**config.mk**
```make
export PLATFORM = sky130hd
export DESIGN_NAME = prs_cell
export DESIGN_NICKNAME = d
export VERILOG_FILES = /design/src/hw/rtl/assert_macros.svh /design/src/hw/rtl/prs_pkg.sv /design/src/hw/rtl/prs_cell.sv
export SDC_FILE = /design/constraint.sdc
export NUM_CORES = 1
export LEC_CHECK = 0
export BUFFER_PORTS_ARGS = -buffer_cell sky130_fd_sc_hd__buf_2
export CORE_MARGIN = 1
export CORE_UTILIZATION = 55
export DETAILED_ROUTE_END_ITERATION = 10
export GPL_ROUTABILITY_DRIVEN = 0
export GPL_TIMING_DRIVEN = 0
export PLACE_DENSITY = 0.74
export SYNTH_ARGS = -nofsm -noshare
export SYNTH_HDL_FRONTEND = slang
export SYNTH_SLANG_ARGS = --single-unit
```
**constraint.sdc**
```tcl
create_clock -name aclk -period 13.8 [get_ports aclk]
set_input_delay 2.76 -clock aclk [delete_from_list [all_inputs] [get_ports aclk]]
set_output_delay 2.76 -clock aclk [all_outputs]
set_load 0.005 [all_outputs]
```
**src/hw/rtl/assert_macros.svh**
```systemverilog
// Assertion macros shared by the resampler RTL.
`ifndef ASSERT_MACROS_SVH
`define ASSERT_MACROS_SVH

// Property must hold at every clock edge outside reset.
`define ASSERT_ALWAYS(lbl, clk, rst_n, prop, msg) \
    lbl: assert property (@(posedge clk) disable iff (!rst_n) (prop)) else $error(msg);

// Antecedent implies consequent in the same cycle.
`define ASSERT_IMPL(lbl, clk, rst_n, ante, cons, msg) \
    lbl: assert property (@(posedge clk) disable iff (!rst_n) (ante) |-> (cons)) else $error(msg);

`endif

```
**src/hw/rtl/prs_pkg.sv**
```systemverilog
// Shared types, constants and phase coefficient table of the 3/5 line resampler.
`default_nettype none
package prs_pkg;

    localparam int SAMPLE_W  = 16;
    localparam int COEF_W    = 17;
    localparam int PROD_W    = SAMPLE_W + COEF_W;
    localparam int NCELL     = 15;
    localparam int HALF_TAPS = 7;
    localparam int POS_W     = 12;
    localparam int WIDTH_W   = 13;
    localparam int MAX_OUT   = 10;
    localparam int CNT_W     = 4;

    localparam logic [WIDTH_W-1:0] WIDTH_MIN   = 13'd5;
    localparam logic [WIDTH_W-1:0] WIDTH_MAX   = 13'd4096;
    localparam logic [WIDTH_W-1:0] WIDTH_RESET = 13'd640;

    // Register index (paddr bit 2)
    localparam logic REG_LINE_WIDTH = 1'b0;
    localparam logic REG_CLIP       = 1'b1;

    // Per-cell control word
    typedef struct packed {
        logic fill;   // load every cell with the incoming word
        logic shift;  // move samples one cell along
        logic mac;    // register sample times coefficient
    } cell_ctl_t;

    // Normalized Q16 taps, phase x tap (tap 0 is the oldest position)
    localparam logic signed [COEF_W-1:0] TAPS [3][NCELL] = '{
        '{ 17'sd19,    -17'sd316,  17'sd0,     17'sd2220,  -17'sd2675,
           -17'sd5115, 17'sd18978, 17'sd39313, 17'sd18978, -17'sd5115,
           -17'sd2675, 17'sd2220,  17'sd0,     -17'sd316,  17'sd19 },
        '{ 17'sd0,     -17'sd491,  17'sd821,   17'sd1730,  -17'sd5349,
           17'sd0,     17'sd29176, 17'sd36597, 17'sd8496,  -17'sd6627,
           17'sd0,     17'sd1735,  -17'sd442,  -17'sd113,  17'sd3 },
        '{ 17'sd3,     -17'sd113,  -17'sd442,  17'sd1735,  17'sd0,
           -17'sd6627, 17'sd8496,  17'sd36597, 17'sd29176, 17'sd0,
           -17'sd5349, 17'sd1730,  17'sd821,   -17'sd491,  17'sd0 }
    };

endpackage
`default_nettype wire

```
**src/hw/rtl/prs_cell.sv**
```systemverilog
// One window cell: holds a sample, passes it on, forms its tap product.
`default_nettype none
module prs_cell (
    input  wire logic                                 aclk,
    input  wire prs_pkg::cell_ctl_t                   ctl,
    input  wire logic signed [prs_pkg::SAMPLE_W-1:0]  prev_sample,
    input  wire logic signed [prs_pkg::SAMPLE_W-1:0]  fill_sample,
    input  wire logic signed [prs_pkg::COEF_W-1:0]    coef,
    output logic signed [prs_pkg::SAMPLE_W-1:0]       sample,
    output logic signed [prs_pkg::PROD_W-1:0]         prod
);

    logic signed [prs_pkg::SAMPLE_W-1:0] sample_reg;
    logic signed [prs_pkg::PROD_W-1:0]   prod_reg;

    // Sample hold and tap multiply
    always_ff @(posedge aclk) begin
        if (ctl.fill) begin
            sample_reg <= fill_sample;
        end else if (ctl.shift) begin
            sample_reg <= prev_sample;
        end
        if (ctl.mac) begin
            prod_reg <= sample_reg * coef;
        end
    end

    assign sample = sample_reg;
    assign prod   = prod_reg;

endmodule
`default_nettype wire

```
* Word-level counts from Yosys, hierarchy flattened *
Cells that the tools add are included.

word-level totals
  memories = 0
  ROM bits = 0
  bits in latches = 0
  output and inout bits = 49
  register bits after elaboration = 49
  memory bits (writable) = 0

operators by class
  $add $sub $neg = 0
  bitwise gates (word level) = 0
  equality and inequality tests = 0
  reductions and logical operators = 1
  mux-type cells = 2
  div/mod/pow operators = 0
  order comparisons = 0
  $mul = 1
  shift-type cells = 0

operators by type and width
  kind               count
  $mul 16x17->33     1
  $mux 16            2
  $reduce_bool 2->1  1

* Depth between registers and ports, before layout *
  word-level depth = 2
  depth in mapped cells = 23
  depth with buffers taken out = 20

* Worst setup path before layout *
No wires, ideal clock.

  kind = input port to flip-flop
  start point = input port coef[16] (netlist name)
  end point = register prod_reg, in the netlist prod[32], data pin
  buffers on the path = 1
  stages on the path = 19
  data required time = 13.541 ns
  setup time = 0.259 ns
  arrival = 8.199 ns
  path slack = 5.342 ns
  cell sequence = clkbuf_1 nand2_1 inv_1 fa_1 fa_1 fa_1 fa_1 fa_1 inv_1 fa_1 inv_1 ha_1 a211oi_1 o21bai_1 a211oi_1 nand4_1 a311o_1 a21oi_1 xnor2_1

between the ends
  longest elaborated chain between the ends = 1

RTL lines
  element               RTL line        text
  start, declared       prs_cell.sv:8   input wire logic signed [prs_pkg::COEF_W-1:0] coef,
  $mul 16x17->33        prs_cell.sv:24  prod_reg <= sample_reg * coef;
  end signal, assigned  prs_cell.sv:24
  end, declared         prs_cell.sv:14  logic signed [prs_pkg::PROD_W-1:0] prod_reg;

Every way passes these cells.
A chain may end at the register's enable or synchronous reset.

* Final worst setup path *
Ends and elaborated chain as after synthesis.

==> results by group <==
Setup path
  • Crit Path Max Fanout: 10
  • CP Launch Point: coef[16]
  • Reg2reg start: sample[7]$_DFFE_PP_
  • Critical path type: in2reg
  • Most frequent CP cell: fa_1
  • WP data arrival: 9430 ps
  • Slowest Stage Delay on Critical Path: 890 ps
  • Crit path cell chain: buf_2, clkbuf_1, nand2_1, inv_1, fa_1, fa_1, fa_1, fa_1, fa_1, inv_1, fa_1, inv_1, ha_1, a211oi_1, o21bai_1, a211oi_1, nand4_1, a311o_1, a21oi_1, xnor2_1
  • CP required: 13,850 ps
  • Slowest library cell on the worst path: fa_1
  • Startpoint Class: primary input
  • CP delay by family, top: adder cells
  • Worst Setup End Kind: flip-flop
  • Buf/Inv on CP: 5

Clock tree
  • H-tree levels: 2
  • Num CTS Buffers: 5
  • Post-CTS setup buffer count: 0
  • Reg clk slew, reported paths: about 70 ps
  • Clk sink count: 49
  • Worst-Skew Late Latency: 300 ps
  • Post-CTS Resized: 0
  • CTS Buffer Depth: 2
  • CTS Hold Bufs: 0
  • Root buffer cell: clkbuf_16
  • Clock tree from TritonCTS: built

GRT
  • Largest net degree at the start of global routing: 34
  • GRT busiest layer: met2
  • Initial antenna violation count: 0
  • First-pass GRT wire length: 48.8 mm
  • Vias in the first global route: roughly 9,200
  • Met2 usage: 0.500
  • Met3 usage: 0.0369
  • M1 GR Usage: 0.388
  • All-Layer GR Usage: 0.293
  • Total gr overflow: 0

Synthesis
  • Synth Cell Area: 12,000 µm²
  • Mean Syn Cell Area: 9.91 µm²
  • Synth Register Bits: 49
  • Register area share after synthesis: 0.122
  • Cells after synthesis: 1,213
  • Synth async-reset ratio: 0
  • Synth top area cells: fa_1, edfxtp_1, inv_1
  • Post-synth EDFFs: 49
  • Post-synth top flop: edfxtp_1
  • Synth area leader: fa_1
  • Post-synthesis cell type count: 44
  • Area fraction of the dominant cell type after synthesis: 0.460
  • Net Count, Synth: between 1,500 and 2,000
  • Synth warn: 0

Cells and area
  • Antenna diodes: 0
  • Max reg flops: 33
  • Area grow syn2layout: 8.21%
  • Layout net count: 1,733
  • Layout cells sized above 1: 0.0999

Floorplanning
  • Die footprint: 22,500 µm²
  • Initial core utilization: 0.567
  • Die Ht: ~150 µm
  • I/O pins: 102
  • Std cell rows: 53
  • X dimension of the die: 150 µm
  • Core Region: 21,200 µm²

STA
  • RSZ-0062 raised after global routing: false
  • Slew Limit Fails: 0
  • Worst Max-Slew Pin Slew: just over 800 ps
  • F_max: 107 MHz
  • Final number of hold-violating endpoints: 0
  • Setup_tns: 0 ps
  • Clk_skew: just over 6 ps
  • Final Setup Violations: 0
  • Tmin final: 9380 ps
  • Slew Limit Headroom: 0.459
  • Fin crit share: 0.680

Detailed routing
  • Via Count: 8,584
  • DRT antenna net count: 0
  • Via-to-Cell Ratio: 5.38
  • DRC viols: 0
  • Per-cell routed wire length: 18.8 µm
  • Final WL: 29.9 mm
  • Drt pass-1 iters: 6
  • Detailed Route Iter0 Violations: 545

Placement
  • I/O Buffers: 100
  • Hpwl dp: 25.3 mm

Outcome
  • Status: completed

Flow run
  • Max-cap violations: 0

Worst hold path
  • Hold path start: sample[0]$_DFFE_PP_
  • Worst Hold Class: reg2reg
## cell families after synthesis
| group | Yosys count | share of synthesized area |
|---|---|---|
| AO/OA/AOI/OAI | 81 | 0.0461 |
| XOR/XNOR | 36 | 0.0262 |
| adder cells (fa/ha/maj) | 360 | 0.547 |
| buffers and inverters | 348 | 0.109 |
| flip-flops | 49 | 0.122 |
| multiplexers | 16 | 0.0150 |
| AND/OR/NAND/NOR | 323 | 0.134 |
## path summary, 6_finish.rpt
path                         to  slack (ps)  cells after the start
max reg2reg  prod[31]$_DFFE_PP_        6540                     23
min reg2reg   prod[0]$_DFFE_PP_         830                      1
min           prod[0]$_DFFE_PP_         830                      1
max          prod[32]$_DFFE_PP_        4420                     20
## metrics by stage
step | worst slack (ps) | instances | utilization | instance area, µm² | hold WS [ps]
after global routing | 4080 | 1596 | 0.613 | 13000 | 865
after CTS | 4470 | 1596 | 0.613 | 13000 | 803
after global placement | 4220 | 1588 | 0.606 | 12900 | 791
after floorplan | 5340 | 1213 | - | 12000 | 656
after detailed placement | 4160 | 1588 | 0.606 | 12900 | 787
final | 4420 | 1596 | 0.613 | 13000 | 826
## layout by cell type (no fill, tap or decap), types with 4 or more instances in the layout
cell	count
edfxtp_1	49
inv_1	308
o21bai_1	5
ha_1	84
nand4_1	4
o21ai_0	8
xor2_1	10
o21a_1	4
nand2b_1	6
nand2_1	141
a211oi_1	5
buf_2	101
clkbuf_1	38
fa_1	276
nor2b_1	4
nor2_1	21
clkbuf_16	5
nand3_1	5
a21o_1	15
a211o_1	4
a21oi_1	27
and2_1	129
xnor2_1	26
mux2_2	16
## worst register-to-register path, stage by stage, from the launching register on
cell      delay, ps
edfxtp_1        350
clkbuf_1        470
clkbuf_1        500
nand2_1         170
fa_1            570
inv_1            50
fa_1            490
inv_1            50
fa_1            520
inv_1            60
fa_1            460
fa_1            500
inv_1            50
fa_1            560
inv_1            60
ha_1            260
buf_2           170
a211oi_1        230
nand2_1         120
or2_2           310
o31ai_4         300
o21ai_2         120
a311oi_1        500
xnor2_1         110
## synthesized netlist by cell type (5+ instances only)
library cell  count
a211oi_1          5
a21o_1           15
a21oi_1          27
and2_1          129
clkbuf_1         38
edfxtp_1         49
fa_1            276
ha_1             84
inv_1           308
mux2_2           16
nand2_1         141
nand2b_1          6
nand3_1           5
nor2_1           21
o21ai_0           8
o21bai_1          5
xnor2_1          26
xor2_1           10
## metal layers
| metal | vias up | wire length, µm |
|---|---|---|
| li1 | 3804 | - |
| met1 | 4410 | 12000 |
| met2 | 298 | 15200 |
| met3 | 72 | 1690 |
| met4 | 0 | 1040 |
| met5 | - | 0 |
## area by class of cell
type | instances | area [µm²]
plain buffers | 40 | 153
inverters | 308 | 1160
repair buffers | 100 | 500
multi-input cells | 816 | 9240
clock inverters | 3 | 17.5
flip-flops and latches | 49 | 1470
fillers | 1811 | 8210
well taps | 275 | 344
clock buffers | 5 | 125
Power is not shown: default switching activity piles up to over one toggle a cycle in this logic, so the estimate is an artifact.
